==> config.mk <==
export PLATFORM = sky130hd
export DESIGN_NAME = arx_cfg
export DESIGN_NICKNAME = d
export VERILOG_FILES = /design/src/rtl/core/arx_pkg.sv /design/src/rtl/core/arx_cfg.sv
export SDC_FILE = /design/constraint.sdc
export NUM_CORES = 1
export LEC_CHECK = 0
export BUFFER_PORTS_ARGS = -buffer_cell sky130_fd_sc_hd__buf_2
export CAP_MARGIN = 10
export CORE_ASPECT_RATIO = 1.25
export CORE_MARGIN = 3
export CORE_UTILIZATION = 51
export DETAILED_ROUTE_END_ITERATION = 10
export PLACE_DENSITY = 0.87
export SYNTH_ARGS = -nofsm -noshare
export SYNTH_HDL_FRONTEND = slang
export SYNTH_SLANG_ARGS = --single-unit
export TNS_END_PERCENT = 100
==> constraint.sdc <==
create_clock -name i_clk -period 3.17 [get_ports i_clk]
set_input_delay 0.634 -clock i_clk [delete_from_list [all_inputs] [get_ports i_clk]]
set_output_delay 0.634 -clock i_clk [all_outputs]
set_load 0.03 [all_outputs]
==> src/rtl/core/arx_pkg.sv <==
// arx_pkg: shared sample and coefficient types and fixed-point constants
// for the ARX plant model step. No dependencies.
package arx_pkg;

    // sample and coefficient formats
    localparam int SAMPLE_W  = 16;   // Q4.12
    localparam int COEF_W    = 16;   // Q2.14
    localparam int DT_CFG_W  = 4;    // width of the dead time register
    localparam int FRAC_W    = 14;   // coefficient fraction bits
    localparam int CFG_DATA_W = 16;  // widest configuration register

    // rounding offset: half an output lsb in the Q.26 accumulator
    localparam int ROUND_HALF = 1 << (FRAC_W - 1);

    // output saturation bounds
    localparam int Y_MAX = 32767;
    localparam int Y_MIN = -32768;

    typedef logic signed [SAMPLE_W-1:0] t_sample;
    typedef logic signed [COEF_W-1:0]   t_coef;
    typedef logic [DT_CFG_W-1:0]        t_dead_time;

endpackage

==> src/rtl/core/arx_cfg.sv <==
// arx_cfg: configuration register file (feedback coefs, drive coefs, dead time).
// Depends on arx_pkg.
module arx_cfg #(
    parameter int FEEDBACK_TAPS = 3,
    parameter int DRIVE_TAPS    = 3,
    parameter int CFG_IDX_W     = 3
) (
    input  logic                          i_clk,
    input  logic                          i_rst_n,
    input  logic                          i_cfg_we,
    input  logic [CFG_IDX_W-1:0]          i_cfg_idx,
    input  logic [arx_pkg::CFG_DATA_W-1:0] i_cfg_wdata,
    output arx_pkg::t_coef                o_fb_coef [FEEDBACK_TAPS],
    output arx_pkg::t_coef                o_dr_coef [DRIVE_TAPS],
    output arx_pkg::t_dead_time           o_dead_time
);
    import arx_pkg::*;

    // register index map: feedback first, then drive, dead time last
    localparam int DT_IDX = FEEDBACK_TAPS + DRIVE_TAPS;

    t_coef      r_fb_coef [FEEDBACK_TAPS];
    t_coef      r_dr_coef [DRIVE_TAPS];
    t_dead_time r_dead_time;

    // feedback coefficient registers
    for (genvar k = 0; k < FEEDBACK_TAPS; k++) begin : g_fb
        always_ff @(posedge i_clk) begin
            if (!i_rst_n) begin
                r_fb_coef[k] <= '0;
            end else if (i_cfg_we && (i_cfg_idx == CFG_IDX_W'(k))) begin
                r_fb_coef[k] <= t_coef'(i_cfg_wdata[COEF_W-1:0]);
            end
        end
        assign o_fb_coef[k] = r_fb_coef[k];
    end

    // drive coefficient registers
    for (genvar k = 0; k < DRIVE_TAPS; k++) begin : g_dr
        always_ff @(posedge i_clk) begin
            if (!i_rst_n) begin
                r_dr_coef[k] <= '0;
            end else if (i_cfg_we && (i_cfg_idx == CFG_IDX_W'(FEEDBACK_TAPS + k))) begin
                r_dr_coef[k] <= t_coef'(i_cfg_wdata[COEF_W-1:0]);
            end
        end
        assign o_dr_coef[k] = r_dr_coef[k];
    end

    // dead time register, resets to one sample
    always_ff @(posedge i_clk) begin
        if (!i_rst_n) begin
            r_dead_time <= t_dead_time'(1);
        end else if (i_cfg_we && (i_cfg_idx == CFG_IDX_W'(DT_IDX))) begin
            r_dead_time <= i_cfg_wdata[DT_CFG_W-1:0];
        end
    end

    assign o_dead_time = r_dead_time;

endmodule

; Word-level counts from Yosys, hierarchy flattened
; Memory sizes are Yosys's and may differ from the RTL's.
; Index checks and enable logic that the tools add are counted.
[op_classes]
magnitude_cmp = 0
addsub = 0
n_div = 0
mux = 25
n_reduce_logical = 8
n_mul = 0
n_eq_ne = 6
shifts = 0
bitwise_logic = 6
[ops]
columns = op, count
row1 = 2-to-1 mux 16 bit, 6
row2 = 2-to-1 mux 1 bit, 19
row3 = "equality test 3 bit, second input constant", 3
row4 = logical AND 1 bit, 7
row5 = "equality test 3 x 2 -> 1 bit, second input constant", 2
row6 = OR 1 bit, 6
row7 = "equality test 3 x 1 -> 1 bit, second input constant", 1
row8 = logical NOT 3 bit, 1
[totals]
in_bits = 22
mem_bits_ro = 0
ramBits = 96
out_inout_bits = 100
word_cells = 48
latchBits = 0
memories = 2
reg_bits = 4
[mem_list]
columns = name, depth, width, rd, rd_clocked_by_memory_dff, wr, line_no
row1 = r_dr_coef, 3, 16, 3, 0, 3, arx_cfg.sv:23  ; t_coef r_dr_coef [DRIVE_TAPS];
row2 = r_fb_coef, 3, 16, 3, 0, 3, arx_cfg.sv:22  ; t_coef r_fb_coef [FEEDBACK_TAPS];

; Longest topological paths before layout
[depth]
ltp_word = 6
mapped_depth = 5
ltp_nobuf = 2

; Worst setup path before layout
; No wires, ideal clock.
[synth_timing]
path_type = input -> register
startpoint = input i_cfg_idx[1]
endpoint = memory r_dr_coef[1][0] in the netlist's numbering, enable pin
arrival_time_ns = 2.188
setup_slack_ns = 0.571
path_stages = 3
setup_ns = 0.411
required_time_ns = 2.759
n_path_buf = 1
path_cell_list = or2_1 -> buf_6 -> o21ai_0
[synth_lines]
columns = element, line_no
row1 = "start, declared", arx_cfg.sv:11  ; input logic [CFG_IDX_W-1:0] i_cfg_idx,
row2 = "end, declared", arx_cfg.sv:23

==> metrics <==
number of buffers added by the clock tree synthesis step 9; Final setup violation count 0; post-CTS setup repair buffer count 0; vias 2628; depth of the worst hold-timing path 2; share of layout cells above drive strength 1 0.448; cell count after placement 473; count of unique library cells instantiated by Yosys 23; power density cells around 570 nW/um^2; clock sink total 100; area overhead of the layout relative to synthesis 19.5%; Die ar. between 9000 and 10000 sq um; sum of routed wire length over all layers 8.83 mm; max capacitance violation total 0; list of most frequent post-synthesis cells 96 x edfxtp_1, 32 x nor2_1, 32 x nor3_1, 32 x nor3_2, 22 x nand2_1; clock root buffer clkbuf_8; count of cells resized by post-cts repair 0; maximum number of pins on one net before global-route repair 35; setup repair after global routing missed its margin no; Boundary Pins 122; required time reported for the critical path endpoint roughly 3.3 ns; Critical path destination r_dr_coef[2][2]; instance area after placement 4640 sq um; average wire length per cell after detail routing about 18 microns; sequential cell area fraction in the yosys report 0.732; startpoint of the worst setup timing path i_rst_n; Synth Area per Inst 14.8 sq um; number of endpoints with negative hold slack in the final report 0; minimum setup slack among reg-to-reg paths 2.57 ns; Post-synth EDFFs 96; total inserted antenna cells 0; run status complete, no violations; Core Region 7530 sq um; Max VDD drop 0.401 mV; crit path max fanout 32; final setup margin 1.21 ns; worst min path class reg2reg; insertion delay to the later sink of the worst-skew pair 0.34 ns; switching power 0.753 mW; wire length of the first global-routing pass 13.8 mm; aggregate global-route resource usage 0.204; TritonCTS clock tree yes; Synthesis Warnings 0; Slew Limit Fails 0; antenna violations before repair 0; net count reported at finish 414; post-cts hold buffer count 0; cell type contributing the most total cell area after synthesis edfxtp_1; post-layout minimum cycle time 1.96 ns; top post-synthesis cells by area edfxtp_1 71%, nor3_2 7.9%, nor3_1 4.0%; clock group share of total power 0.285; overflow left after global routing 0; vias in the first global route 2630; RD Place Congestion roughly 0.79; cell with the most instances after synthesis edfxtp_1; period utilisation layout 0.620; DRC 0; Max Root-Sink Buffers 2; slew at the pin closest to its max-slew limit 0.933 ns; endpoint type of the worst setup path flip-flop; critical path arrival 2.12 ns; highest clock frequency the design can meet 509 MHz; sum of negative setup slack 0 ns; Initial DRT Pass Iterations 7; count of input and output buffers 121; Tot Pwr 2.73 mW; total non-filler cell area in the finished layout 4830 sq um; critical path launch point type input pin; Seq cells post-synth 100; die width 85.7 microns; number of DRC violations after detailed-routing iteration 0 208; part of the total power dissipated in sequential elements 0.569; number of H-tree levels 3; netlist area before placement 4050 sq um; FFs w/ async S/R, synth 0; primary flip-flop cell chosen by synthesis mapping edfxtp_1; non-filler cells, final 489; Internal 1.98 mW; GR Layer Usage met3 0.0430; Worst R2R Path Depth 2; net count after synthesis slightly below 300; CP Class in2reg; standard-cell rows 35; instance count of the mapped netlist 274; static power due to leakage 1.86 nW; HPWL after DPL 6.39 mm; routing usage on met1 0.256; combinational share of power 0.146; Final Skew 0 ns; worst slack after detailed placement 0.860 ns; net switching fraction of the power 0.275; Vias per Instance 5.37; worst-case headroom to the max-slew limit 0.378; met2 routing resource usage after global routing 0.326; top-area cell type share of the netlist area 0.712; Detail Route Antenna Nets 0; Clk pin slew, worst setup/hold paths 0.09 ns; layer with the highest usage after global routing met2; Die H around 110 microns; worst reg2reg startpoint o_dead_time[3]; Starting Density 0.537; FF-to-FF End o_dead_time[3]
## through the flow
stage | utilization | hold slack (ns)
2_1_floorplan | - | 0.579
3_3_place_gp | 0.616 | 0.444
3_5_place_dp | 0.616 | 0.453
4_1_cts | 0.642 | 0.468
5_1_grt | 0.642 | 0.480
6_report | 0.642 | 0.463
## final cells by class
| cell class | instances | area [sq um] |
|---|---|---|
| sequential | 100 | 2960 |
| fill | 610 | 2700 |
| multi-input combinational | 137 | 846 |
| timing repair buffer | 128 | 658 |
| clock buffer | 10 | 128 |
| tap | 92 | 115 |
| clock inverter | 6 | 65.1 |
| inverter | 16 | 60.1 |
## routing by layer
layer / share of wire / vias to the layer above / wire [microns]
met1: 0.38 / 1261 / 3340
met2: 0.50 / 137 / 4460
met5: 0 / - / 0
met3: 0.083 / 20 / 733
met4: 0.034 / 0 / 296
li1: - / 1210 / -
## cell usage in the layout (no fill, tap or decap)
master      netlist  routed
clkbuf_1          2       1
edfxtp_1         96      96
nor3_1           32      32
clkbuf_8          0       9
buf_4             2       7
nand2_1          22      22
inv_1            16      16
mux2i_1           4       4
nand3_2           1       1
and4b_1           1       1
dfxtp_1           4       4
nand4b_4          1       1
nor2_1           32      32
nand4bb_1         1       1
nand3b_1          1       1
or2_2             0       1
clkinv_2          0       2
o21ai_1           0       4
nor3_2           32      32
nand4b_1          1       1
clkinv_4          0       2
nor2b_1           2       2
nand2b_1          2       2
buf_2            10     121
bufinv_16         0       1
clkinvlp_4        0       1
## worst min-delay path by stage
stage / start / end / slack, ns
after floorplan: o_dead_time[2] / o_dead_time[2] / 0.58
after global placement: o_dead_time[2] / o_dead_time[2] / 0.44
after detailed placement: o_dead_time[2] / o_dead_time[2] / 0.45
after CTS: o_dead_time[2] / o_dead_time[2] / 0.47
after global routing: o_dead_time[2] / o_dead_time[2] / 0.48
final: o_dead_time[2] / o_dead_time[2] / 0.46
## power by group through the flow
| stage | clock (mW) | combinational [mW] | sequential (mW) |
|---|---|---|---|
| global placement | 0 | 0.395 | 1.58 |
| global route | 0.845 | 0.421 | 1.56 |
| detailed placement | 0 | 0.402 | 1.59 |
| CTS | 0.791 | 0.402 | 1.56 |
| floorplan | 0 | 0.103 | 1.76 |
| finish | 0.779 | 0.400 | 1.56 |
## worst max-delay path, stage by stage
cell     delay (ns)
buf_2          0.42
nand3_2        0.67
nor3_1         0.38
## registers in the layout, indices dropped and copies added (netlist names)
signal       flops
r_fb_coef       48
r_dr_coef       48
o_dead_time      4
## cell families (layout without fill, tap and decap cells)
kind of cell | after synthesis | in the layout | synth area share
AND/OR/NAND/NOR | 129 | 129 | 0.194
AO/OA/AOI/OAI | 4 | 4 | 0.00495
flip-flops | 100 | 100 | 0.732
buffers and inverters | 37 | 160 | 0.0588
multiplexers | 4 | 4 | 0.00990
No activity file was read; power rests on OpenSTA's default activity.
